===== config.mk =====
export PLATFORM = sky130hd
export DESIGN_NAME = cramer_linear_solver
export DESIGN_NICKNAME = d
export VERILOG_FILES = /design/src/rtl/cls_pkg.sv /design/src/rtl/cramer_linear_solver.sv
export SDC_FILE = /design/constraint.sdc
export NUM_CORES = 2
export LEC_CHECK = 0
export BUFFER_PORTS_ARGS = -buffer_cell sky130_fd_sc_hd__buf_4
export CORE_MARGIN = 3
export CORE_UTILIZATION = 30
export CTS_BUF_LIST = sky130_fd_sc_hd__clkbuf_4
export DETAILED_ROUTE_END_ITERATION = 6
export PLACE_DENSITY = 0.43
export SLEW_MARGIN = 20
export SYNTH_ARGS = -nofsm -noshare
export SYNTH_HDL_FRONTEND = slang
export SYNTH_SLANG_ARGS = --single-unit
export TNS_END_PERCENT = 1

===== constraint.sdc =====
create_clock -name clock -period 15.2 [get_ports clock]
set_clock_uncertainty 0.15 [all_clocks]
set_input_delay 0 -clock clock [delete_from_list [all_inputs] [get_ports clock]]
set_output_delay 0 -clock clock [all_outputs]
set_load 0.005 [all_outputs]

===== src/rtl/cls_pkg.sv =====
// Shared constants for the Cramer's rule solver: field widths and parameter defaults.
// No dependencies; cramer_linear_solver takes names from here by scoped reference.
package cls_pkg;
   localparam int DEF_MAX_N     = 4;
   localparam int DEF_COEF_BITS = 12;
   localparam int DET_BITS      = 50;
   localparam int QUO_BITS      = 64;
   localparam int FRAC_BITS     = 16;
   localparam int SIZE_BITS     = 3;
   localparam int IDX_BITS      = 2;
   localparam int ACC_BITS      = 64;
   localparam logic [SIZE_BITS-1:0] SIZE_RESET = 3'd4;
endpackage


===== src/rtl/cramer_linear_solver.sv =====
// Cramer's rule solver: coefficient store, Leibniz-sum determinant sequencer,
// bit-serial Q16 divider and result register. Depends on cls_pkg.
//
//  channel | direction | handshake          | payload
//  req     | in        | req_valid/req_stall| req_coefficient, req_end_of_system
//  rsp     | out       | rsp_valid/rsp_stall| unknown_index, dets, quotient, flags
//  csr     | in        | csr_valid/csr_ready| csr_system_size
//
// Loading takes one beat per cycle. The end beat starts the solve: each determinant walks
// all n^n column tuples through one shared 64-bit multiplier; a tuple that is a permutation
// has each row's coefficient read and multiplied in, and the product is added or subtracted
// by inversion parity. Each unknown then passes through the divider and the output state.
// req_stall is high after the end beat until the last result is loaded; a stalled result
// holds in the output register. Reset is synchronous and sets size 4.
module cramer_linear_solver #(
   parameter int MAX_N     = cls_pkg::DEF_MAX_N,
   parameter int COEF_BITS = cls_pkg::DEF_COEF_BITS
) (
   input  logic                                clock,
   input  logic                                reset,
   input  logic                                req_valid,
   output logic                                req_stall,
   input  logic signed [COEF_BITS-1:0]         req_coefficient,
   input  logic                                req_end_of_system,
   output logic                                rsp_valid,
   input  logic                                rsp_stall,
   output logic [cls_pkg::IDX_BITS-1:0]        rsp_unknown_index,
   output logic signed [cls_pkg::DET_BITS-1:0] rsp_numerator_det,
   output logic signed [cls_pkg::DET_BITS-1:0] rsp_system_det,
   output logic signed [cls_pkg::QUO_BITS-1:0] rsp_quotient_q16,
   output logic                                rsp_singular,
   output logic                                rsp_last_result,
   input  logic                                csr_valid,
   output logic                                csr_ready,
   input  logic [cls_pkg::SIZE_BITS-1:0]       csr_system_size
);
   localparam int DEPTH = MAX_N * (MAX_N + 1);
   localparam int AW    = $clog2(DEPTH);
   localparam int CW    = $clog2(DEPTH + 1);
   localparam int DW    = (MAX_N > 1) ? $clog2(MAX_N) : 1;
   localparam int SW    = cls_pkg::SIZE_BITS;
   localparam int DB    = cls_pkg::DET_BITS;
   localparam int AB    = cls_pkg::ACC_BITS;
   localparam int QB    = cls_pkg::QUO_BITS;
   localparam int FB    = cls_pkg::FRAC_BITS;
   localparam int VB    = DB + FB;
   localparam int STW   = $clog2(VB + 1);
   localparam int PW    = AB + COEF_BITS;

   typedef enum logic [8:0] {
      ST_IDLE = 9'b000000001,
      ST_PERM = 9'b000000010,
      ST_READ = 9'b000000100,
      ST_MUL  = 9'b000001000,
      ST_ACC  = 9'b000010000,
      ST_NEXT = 9'b000100000,
      ST_DONE = 9'b001000000,
      ST_DIV  = 9'b010000000,
      ST_OUT  = 9'b100000000
   } state_type;

   state_type state_ff, state_in;
   logic [SW-1:0] size_ff, size_in;
   logic [CW-1:0] cnt_ff, cnt_in;
   logic signed [COEF_BITS-1:0] mem [DEPTH];
   logic signed [COEF_BITS-1:0] rd_data_ff;
   logic [DW-1:0] dig_ff [MAX_N];
   logic [DW-1:0] dig_in [MAX_N];
   logic [DW-1:0] row_ff, row_in, col_ff, col_in;
   logic pass_num_ff, pass_num_in, par_ff, par_in, neg_ff, neg_in;
   logic [AB-1:0] prod_ff, prod_in, acc_ff, acc_in;
   logic [DB-1:0] sysdet_ff, sysdet_in, num_ff, num_in;
   logic [VB-1:0] dvd_ff, dvd_in;
   logic [DB-1:0] rem_ff, rem_in;
   logic [STW-1:0] step_ff, step_in;
   logic rsp_valid_ff, rsp_valid_in;
   logic [cls_pkg::IDX_BITS-1:0] idx_ff, idx_in;
   logic [DB-1:0] onum_ff, onum_in, oden_ff, oden_in;
   logic [QB-1:0] oquo_ff, oquo_in;
   logic osing_ff, osing_in, olast_ff, olast_in;

   logic req_take, rsp_free, wr_en, is_perm, inv_par, last_tuple, carry;
   logic [DW-1:0] dig_inc [MAX_N];
   logic [CW-1:0] cap, addr_full;
   logic [AW-1:0] rd_addr;
   logic [CW-1:0] col_sel;
   logic signed [PW-1:0] mul_full;
   logic [DB:0] rem_sh, rem_sub;
   logic [QB-1:0] mag, quo_sat;
   logic [SW-1:0] size_last, csr_clamp;

   function automatic logic [DB-1:0] sysdet_abs(input logic [DB-1:0] v);
      sysdet_abs = v[DB-1] ? (DB'(0) - v) : v;
   endfunction

   assign req_stall = (state_ff != ST_IDLE);
   assign csr_ready = 1'b1;
   assign req_take  = req_valid && !req_stall;
   assign rsp_free  = !rsp_valid_ff || !rsp_stall;
   assign size_last = size_ff - SW'(1);
   assign cap       = CW'(size_ff) * (CW'(size_ff) + CW'(1));
   assign wr_en     = req_take && (cnt_ff < cap) && (cnt_ff < CW'(DEPTH));

   // numerator pass swaps the selected column for the right-hand side
   assign col_sel   = (pass_num_ff && dig_ff[row_ff] == col_ff) ? CW'(size_ff) :
                      CW'(dig_ff[row_ff]);
   assign addr_full = CW'(row_ff) * (CW'(size_ff) + CW'(1)) + col_sel;
   assign rd_addr   = addr_full[AW-1:0];
   assign mul_full  = $signed(prod_ff) * rd_data_ff;

   always_comb begin
      if (csr_system_size == SW'(0)) begin
         csr_clamp = SW'(1);
      end else if (csr_system_size > SW'(MAX_N)) begin
         csr_clamp = SW'(MAX_N);
      end else begin
         csr_clamp = csr_system_size;
      end
   end

   // permutation test, inversion parity and base-n tuple increment
   always_comb begin
      is_perm = 1'b1;
      inv_par = 1'b0;
      carry   = 1'b1;
      for (int i = 0; i < MAX_N; i++) begin
         for (int j = i + 1; j < MAX_N; j++) begin
            if (SW'(j) < size_ff) begin
               if (dig_ff[i] == dig_ff[j]) begin
                  is_perm = 1'b0;
               end
               if (dig_ff[i] > dig_ff[j]) begin
                  inv_par = ~inv_par;
               end
            end
         end
      end
      for (int i = 0; i < MAX_N; i++) begin
         dig_inc[i] = dig_ff[i];
         if (SW'(i) < size_ff && carry) begin
            if (SW'(dig_ff[i]) == size_last) begin
               dig_inc[i] = '0;
            end else begin
               dig_inc[i] = dig_ff[i] + DW'(1);
               carry      = 1'b0;
            end
         end
      end
      last_tuple = carry;
   end

   assign rem_sh  = {rem_ff, dvd_ff[VB-1]};
   assign rem_sub = rem_sh - {1'b0, sysdet_abs(sysdet_ff)};

   always_comb begin
      mag = (|dvd_ff[VB-1:QB]) ? {QB{1'b1}} : dvd_ff[QB-1:0];
      if (!neg_ff) begin
         quo_sat = mag[QB-1] ? {1'b0, {(QB-1){1'b1}}} : mag;
      end else if (mag > {1'b1, {(QB-1){1'b0}}}) begin
         quo_sat = {1'b1, {(QB-1){1'b0}}};
      end else begin
         quo_sat = QB'(0) - mag;
      end
   end

   always_comb begin
      state_in     = state_ff;
      size_in      = size_ff;
      cnt_in       = cnt_ff;
      dig_in       = dig_ff;
      row_in       = row_ff;
      col_in       = col_ff;
      pass_num_in  = pass_num_ff;
      par_in       = par_ff;
      neg_in       = neg_ff;
      prod_in      = prod_ff;
      acc_in       = acc_ff;
      sysdet_in    = sysdet_ff;
      num_in       = num_ff;
      dvd_in       = dvd_ff;
      rem_in       = rem_ff;
      step_in      = step_ff;
      rsp_valid_in = rsp_valid_ff && rsp_stall;
      idx_in       = idx_ff;
      onum_in      = onum_ff;
      oden_in      = oden_ff;
      oquo_in      = oquo_ff;
      osing_in     = osing_ff;
      olast_in     = olast_ff;

      if (csr_valid && csr_ready) begin
         size_in = csr_clamp;
      end

      case (state_ff)
         ST_IDLE: begin
            if (wr_en) begin
               cnt_in = cnt_ff + CW'(1);
            end
            if (req_take && req_end_of_system) begin
               cnt_in      = '0;
               pass_num_in = 1'b0;
               col_in      = '0;
               acc_in      = '0;
               for (int i = 0; i < MAX_N; i++) begin
                  dig_in[i] = '0;
               end
               state_in = ST_PERM;
            end
         end
         ST_PERM: begin
            if (is_perm) begin
               prod_in  = AB'(1);
               row_in   = '0;
               par_in   = inv_par;
               state_in = ST_READ;
            end else begin
               state_in = ST_NEXT;
            end
         end
         ST_READ: begin
            state_in = ST_MUL;
         end
         ST_MUL: begin
            prod_in = mul_full[AB-1:0];
            row_in  = row_ff + DW'(1);
            state_in = (SW'(row_ff) == size_last) ? ST_ACC : ST_READ;
         end
         ST_ACC: begin
            acc_in   = par_ff ? (acc_ff - prod_ff) : (acc_ff + prod_ff);
            state_in = ST_NEXT;
         end
         ST_NEXT: begin
            dig_in   = dig_inc;
            state_in = last_tuple ? ST_DONE : ST_PERM;
         end
         ST_DONE: begin
            if (!pass_num_ff) begin
               sysdet_in = acc_ff[DB-1:0];
               if (acc_ff[DB-1:0] == '0) begin
                  state_in = ST_OUT;
               end else begin
                  pass_num_in = 1'b1;
                  acc_in      = '0;
                  state_in    = ST_PERM;
               end
            end else begin
               num_in   = acc_ff[DB-1:0];
               state_in = ST_DIV;
               step_in  = '0;
               rem_in   = '0;
               neg_in   = acc_ff[DB-1] ^ sysdet_ff[DB-1];
               dvd_in   = {(acc_ff[DB-1] ? (DB'(0) - acc_ff[DB-1:0]) : acc_ff[DB-1:0]),
                           FB'(0)};
            end
         end
         ST_DIV: begin
            // restoring step: one quotient bit per cycle
            if (!rem_sub[DB]) begin
               rem_in = rem_sub[DB-1:0];
               dvd_in = {dvd_ff[VB-2:0], 1'b1};
            end else begin
               rem_in = rem_sh[DB-1:0];
               dvd_in = {dvd_ff[VB-2:0], 1'b0};
            end
            step_in = step_ff + STW'(1);
            if (step_ff == STW'(VB - 1)) begin
               state_in = ST_OUT;
            end
         end
         ST_OUT: begin
            if (rsp_free) begin
               rsp_valid_in = 1'b1;
               if (!pass_num_ff) begin
                  idx_in   = '0;
                  onum_in  = '0;
                  oden_in  = '0;
                  oquo_in  = '0;
                  osing_in = 1'b1;
                  olast_in = 1'b1;
                  state_in = ST_IDLE;
               end else begin
                  idx_in   = cls_pkg::IDX_BITS'(col_ff);
                  onum_in  = num_ff;
                  oden_in  = sysdet_ff;
                  oquo_in  = quo_sat;
                  osing_in = 1'b0;
                  olast_in = (SW'(col_ff) == size_last);
                  if (SW'(col_ff) == size_last) begin
                     state_in = ST_IDLE;
                  end else begin
                     col_in   = col_ff + DW'(1);
                     acc_in   = '0;
                     for (int i = 0; i < MAX_N; i++) begin
                        dig_in[i] = '0;
                     end
                     state_in = ST_PERM;
                  end
               end
            end
         end
         default: begin
            state_in = ST_IDLE;
         end
      endcase
   end

   // coefficient store: write on load beats, registered read for the sequencer
   always_ff @(posedge clock) begin
      if (wr_en) begin
         mem[cnt_ff[AW-1:0]] <= req_coefficient;
      end
      rd_data_ff <= mem[rd_addr];
   end

   always_ff @(posedge clock) begin
      if (reset) begin
         state_ff     <= ST_IDLE;
         size_ff      <= cls_pkg::SIZE_RESET;
         cnt_ff       <= '0;
         sysdet_ff    <= '0;
         rsp_valid_ff <= 1'b0;
      end else begin
         state_ff     <= state_in;
         size_ff      <= size_in;
         cnt_ff       <= cnt_in;
         sysdet_ff    <= sysdet_in;
         rsp_valid_ff <= rsp_valid_in;
      end
   end

   always_ff @(posedge clock) begin
      dig_ff      <= dig_in;
      row_ff      <= row_in;
      col_ff      <= col_in;
      pass_num_ff <= pass_num_in;
      par_ff      <= par_in;
      neg_ff      <= neg_in;
      prod_ff     <= prod_in;
      acc_ff      <= acc_in;
      num_ff      <= num_in;
      dvd_ff      <= dvd_in;
      rem_ff      <= rem_in;
      step_ff     <= step_in;
      idx_ff      <= idx_in;
      onum_ff     <= onum_in;
      oden_ff     <= oden_in;
      oquo_ff     <= oquo_in;
      osing_ff    <= osing_in;
      olast_ff    <= olast_in;
   end

   assign rsp_valid         = rsp_valid_ff;
   assign rsp_unknown_index = idx_ff;
   assign rsp_numerator_det = onum_ff;
   assign rsp_system_det    = oden_ff;
   assign rsp_quotient_q16  = oquo_ff;
   assign rsp_singular      = osing_ff;
   assign rsp_last_result   = olast_ff;
endmodule

Yosys cells after proc, flatten, opt, wreduce, memory -nomap -nowiden:

Memory sizes are Yosys's and may differ from the RTL's. A register that Yosys moved wholly into a read port is not among the register bits.
Index checks and enable logic that the tools add are counted.
W data, S select, Z words.

* output and inout port bits: 171
* logic and storage cells: 249
* memories kept: 1
* RAM bits: 240
* flip-flop bits (word level): 552
* bits of input ports: 21

Memory list
* mem: words 20, width 12, read ports 1, clocked after Yosys merged registers in 1, write ports 1, line cramer_linear_solver.sv:65 `logic signed [COEF_BITS-1:0] mem [DEPTH];`

* multiply operators: 3
* bitwise logic cells: 8
* multiplexer cells: 104
* $lt $le $gt $ge: 15
* equal/unequal tests: 37
* reduce and logical (&&, ||, !) cells: 38
* $add $sub $neg: 17

Operators by type and width (count)
* $mux W64: 11
* $pmux W64 S4: 1
* $mux W50: 4
* $pmux W66 S2: 1
* $pmux W64 S2: 1
* $pmux W50 S2: 1
* $sub A1 B50 Y50 const A: 2
* $pmux W9 S9: 1
* $mux W66: 1
* $add A64 B64 Y64: 1
* $gt A64 B64 Y1 const B: 1
* $mul A64 B12 Y64: 1
* $sub A1 B64 Y64 const A: 1
* $sub A64 B64 Y64: 1
* $mux W63: 1
* $sub A51 B50 Y51: 1
* $logic_not A50 Y1: 1
* $mux W9: 5
* $mux W1: 41
* $mux W2: 17
* $mux W8: 4
* $ne A2 B2 Y1 const B: 13
* $pmux W8 S3: 1
* $reduce_and A6 Y1: 4
* other kinds (51): 106

Depth between registers and ports, before layout:

* word-level depth: 18
* gate-level depth with buffers: 26

Worst setup path before layout:

Ideal clock, no wire load.

* kind: register to register
* start: register state_ff[3]
* end: register acc_ff[0] (enable)
* setup time: 0.725 ns
* path slack: 4.357 ns
* stages on the path, launching flop included: 9
* data arrival time: 9.968 ns
* cell sequence: dfxtp_1 clkbuf_1 nor3_1 nand2b_1 or3_1 or4b_2 clkbuf_1 and3b_1 a2111oi_0

* cells in the longest elaborated chain, start to end: 6
* elaborated cells between the ends (all ways): 16

RTL lines
* start: declaration: line cramer_linear_solver.sv:62 `state_type state_ff, state_in;`
* start signal: assignment: line cramer_linear_solver.sv:324 `state_ff <= state_in;`
* $ne A9 B1 Y1: line cramer_linear_solver.sv:96 `assign req_stall = (state_ff != ST_IDLE);`
* $logic_not A1 Y1: line cramer_linear_solver.sv:98 `assign req_take = req_valid && !req_stall;`
* $logic_and A1 B1 Y1: line cramer_linear_solver.sv:98
* $logic_and A1 B1 Y1: line cramer_linear_solver.sv:200 `if (req_take && req_end_of_system) begin`
* $ne A2 B2 Y1 (no line)
* $reduce_and A7 Y1 (no line) (*)
* end signal: assignment: line cramer_linear_solver.sv:340 `acc_ff <= acc_in;`
* end: declaration: line cramer_linear_solver.sv:71 `logic [AB-1:0] prod_ff, prod_in, acc_ff, acc_in;`

Every way passes the cells marked *; elsewhere a longest branch is shown, timed or not.
A chain may end at the register's enable or synchronous reset.

Worst setup path in the final report:

* start: register sysdet_ff[2]
* end: register rem_ff[3] (data pin)

* cells in the longest elaborated chain, start to end: 5

RTL lines
* start: declaration: line cramer_linear_solver.sv:72 `logic [DB-1:0] sysdet_ff, sysdet_in, num_ff, num_in;`
* start signal: assignment: line cramer_linear_solver.sv:327 `sysdet_ff <= sysdet_in;`
* $sub A1 B50 Y50: line cramer_linear_solver.sv:93 `sysdet_abs = v[DB-1] ? (DB'(0) - v) : v;`
* $mux W50 (*): line cramer_linear_solver.sv:93
* $sub A51 B50 Y51 (*): line cramer_linear_solver.sv:153 `assign rem_sub = rem_sh - {1'b0, sysdet_abs(sysdet_ff)};`
* $mux W50 (*): line cramer_linear_solver.sv:259 `if (!rem_sub[DB]) begin`
* $pmux W50 S2 (*): line cramer_linear_solver.sv:195 `case (state_ff)`
* end signal: assignment: line cramer_linear_solver.sv:343 `rem_ff <= rem_in;`
* end: declaration: line cramer_linear_solver.sv:74 `logic [DB-1:0] rem_ff, rem_in;`

Marked as above.

==> results <==
- The register-to-register setup slack is ~6800 ps.
- Averaged over all synthesized cells, the footprint is between 10 and 15 sq um.
- The post-placement worst setup slack is 6890 ps.
- The first-pass GRT wire length is ~260 mm.
- The total overflow left after global routing is 0.
- The number of max-capacitance violations reported is 0.
- Yosys attributes the largest share of cell area to edfxtp_1, fa_1, ha_1, nand2_1, inv_1.
- TritonCTS built the clock tree.
- The floorplan step set the die height to around 440 um.
- The number of clock sinks is 776.
- The number of max-slew violations in the final report is 0.
- Once detail routing completed, the nets flagged for antenna violations numbered 0.
- The flop and latch count out of synthesis is 776.
- The worst path needs about 8400 ps of the cycle, external delays included.
- Entering global routing, the biggest net connects between 90 and 100 pins.
- The initial utilization of the core area, before any placement, comes to 0.304.
- The capturing element type of the critical path is a register.
- edfxtp_1 takes more of the synthesized area than any other cell.
- The initial antenna violation count is 5.
- The most repeated library cell on the critical path is or3_4.
- The cell row count is ~160.
- The share of cells above drive strength 1 is 0.131.
- The region available for standard cell placement spans approximately 190,000 sq um.
- Walking the worst path, the cells encountered are or3_4, or3_4, nand2b_4, or4_4, or3_4, or4_4, or3_4, or4_4, or3_4, o31ai_1, xor2_1, ha_1, and3_1, a41oi_1, o31ai_1, a21o_1, a211oi_1, o21ai_0, a21oi_1, o211a_4, buf_4, and3b_1, a21oi_1, nor2_1.
- The most instantiated flip-flop cell in the synthesis netlist is edfxtp_1.
- The tree is rooted in a clkbuf_4.
- The final critical-path share of the clock period is 0.554.
- The leading cell type in the layout, fill and taps excluded is nand2_1.
- The non-filler instance count after layout is 8,407.
- Pin placement for this block handled ~190 I/O pins.
- Counting the fill cells in the layout gives approximately 19,000.
- The combined area of all synthesized cells is 56,600 sq um.
- Detailed placement ended at an HPWL of between 100 and 150 mm.
- The total negative slack is 0 ps.
- The number of buffers created by CTS is roughly 230.
- The wire length per cell after detailed routing is just over 20 um.
- The share of synthesized area in the top cell type comes to 0.369.
- The critical path data arrival time is between 9000 and 10,000 ps.
- At the pin with the least slew margin, the transition time is 1070 ps.
- The number of buffer cells added on primary ports is between 150 and 200.
- The total number of vias is about 41,000.
- During synthesis, Yosys emitted a total of 0 warnings.
- The class of the most critical setup path is reg -> reg.
- The later pin in the worst-skew pair is clocked with a latency of roughly 1300 ps.
- After technology mapping, the gate count stands at 5,514.
- The placer congestion estimate is ~0.85.
- The die area is slightly below 200,000 sq um.
- The least setup slack across all paths after layout is around 6800 ps.
- The number of global-route vias before repair came to around 42,000.
- In this run the deepest clock path goes through 3 buffers.
- The worst setup path is launched from a register.
- The number of cells in the design after placement is around 8,000.
- Of all flip-flops after synthesis, the portion carrying an async set or reset was 0.
- At the worst endpoint, the required time is between 15,000 and 20,000 ps.
- Setup violations remaining at the end of the flow were counted as 0.
- The fmax is about 120 MHz.
- The number of nets in the final layout is 6,444.
- The worst pin sits at a relative slew slack of 0.281.
- The post-synth net total is just over 6,000.
- For this run, the share of the core covered by cells in the final layout is 0.344.
- The total number of H-tree levels is 4.
- The count of flip-flops with a built-in enable after synthesis is 696.
- The count of endpoints failing hold in the final timing report came to 0.
- The fraction of the yosys area taken by sequential cells is 0.398.
- The total routing usage reported by global routing is 0.176.
- Clock-pin slew was measured on the worst setup and hold paths at ~60 ps.
- The first routing iteration left 2,356 violations.
- The maximum fanout encountered on the critical timing path is between 60 and 70.
- The flow ran to the end, and the final reports show no timing, DRC or antenna violations.
- The floorplan step set the die width to about 440 um.
- The slowest stage of the critical path is the buf_4 cell.
- Gates resized during post-CTS repair numbered 0.
- For this run, the detailed router's first-pass iteration total came to 5.
- On the worst path, the slowest cell contributes a delay of approximately 650 ps.
- In the layout the commonest cells are nand2_1, edfxtp_1, inv_1.
- The tightest min-delay check is of the in -> reg type.
- Setup repair after global routing left no endpoint under its margin.
- After synthesis, the netlist uses 80 different library cells.
- The area growth from synthesis to layout is 13.2%.
- The count of unresolved DRC violations after routing is 0.
- The total routed wirelength is around 170 mm.
- After detailed routing, the number of vias per cell comes to around 4.9.
[area by class of cell]
type | count | area (sq um) | share of cell area
multi-input cells | 3864 | 31000 | 0.483
diodes | 10 | 25.0 | 0.000391
well taps | 2480 | 3100 | 0.0485
clock inverters | 67 | 438 | 0.00684
flip-flops and latches | 776 | 22500 | 0.351
inverters | 592 | 2220 | 0.0347
repair buffers | 288 | 2310 | 0.0361
clock buffers | 330 | 2480 | 0.0387
[flip-flops by register name (all words and copies together), names as in the netlist, 2 cells and up]
signal / flops
cnt_ff: 5
prod_ff: 50
size_ff: 3
rem_ff: 50
rsp_unknown_index: 2
rsp_quotient_q16: 64
state_ff: 9
dvd_ff: 66
mem: 240
rd_data_ff: 12
dig_ff: 8
sysdet_ff: 50
acc_ff: 50
rsp_numerator_det: 50
num_ff: 50
rsp_system_det: 50
step_ff: 7
row_ff: 2
col_ff: 2
[critical path, delay by kind of cell, from the launching register on]
family          cells  cell delay, ps
simple gates       12            4130
compound gates      9            2260
buf+inv             1             650
flops               1             360
fa+ha+maj           1             310
xor+xnor            1             190
[synth_stat cells, drive strengths merged, types with 18 or more instances]
cell type / instances
o41ai: 18
nand2b: 36
a221oi: 18
or2: 20
or3: 45
clkbuf: 264
and2: 272
and3: 38
xor2: 166
dfxtp: 80
a211oi: 23
fa: 428
mux2i: 24
ha: 247
or4: 26
buf: 18
mux4: 74
nand4: 19
o21bai: 22
inv: 592
nand3b: 28
nand3: 41
nor2: 448
a31oi: 42
xnor2: 152
edfxtp: 696
nor4: 28
o21a: 28
nor3: 76
nor2b: 30
o21ai: 210
nand2: 720
a21oi: 321
a21o: 78
o31ai: 42
[cells by family (layout without fill, tap and decap cells)]
logic type	after synthesis	count (layout)	share of synthesized area
other	1	11	0.0000663
flip-flops	776	776	0.398
AND/OR/NAND/NOR	1872	1872	0.157
adder cells (fa/ha/maj)	675	675	0.206
AO/OA/AOI/OAI	886	886	0.0959
buffers and inverters	874	1277	0.0580
multiplexers	112	112	0.0365
XOR/XNOR	318	318	0.0492
[per-stage QoR]
stage                     area [sq um]  hold WS, ps
after floorplan                  56600        -51.1
after global placement           60600          113
after detailed placement         60600          117
after CTS                        64000         35.8
after global routing             64000          175
final                            64000          256
[layer usage]
metal  up-vias  wire length, um  GRT usage
met4         0             4010     0.0508
li1      19400                -          -
met5         -                0          0
met2       896            79300      0.284
met1     20300            79000      0.243
met3       224             7260     0.0281
[worst paths after layout]
check | cells past startpoint | end | startpoint
worst max-delay path | 24 | rem_ff[3] | sysdet_ff[2]
worst min-delay path | 3 | mem[8][1] | req_coefficient[1]
worst max register to register | 24 | rem_ff[3] | sysdet_ff[2]
worst min register to register | 2 | sysdet_ff[13] | sysdet_ff[13]
[repair_timing]
action / in CTS / in global routing
hold buffers: 52 / 0
setup buffers: 0 / 0
endpoints found under the setup margin: 0 / 0
endpoints found under the hold margin: 711 / 0
Power is left out: the tool's default activity adds up to more than one toggle a clock period on the data nets, which glitch-free logic cannot reach.
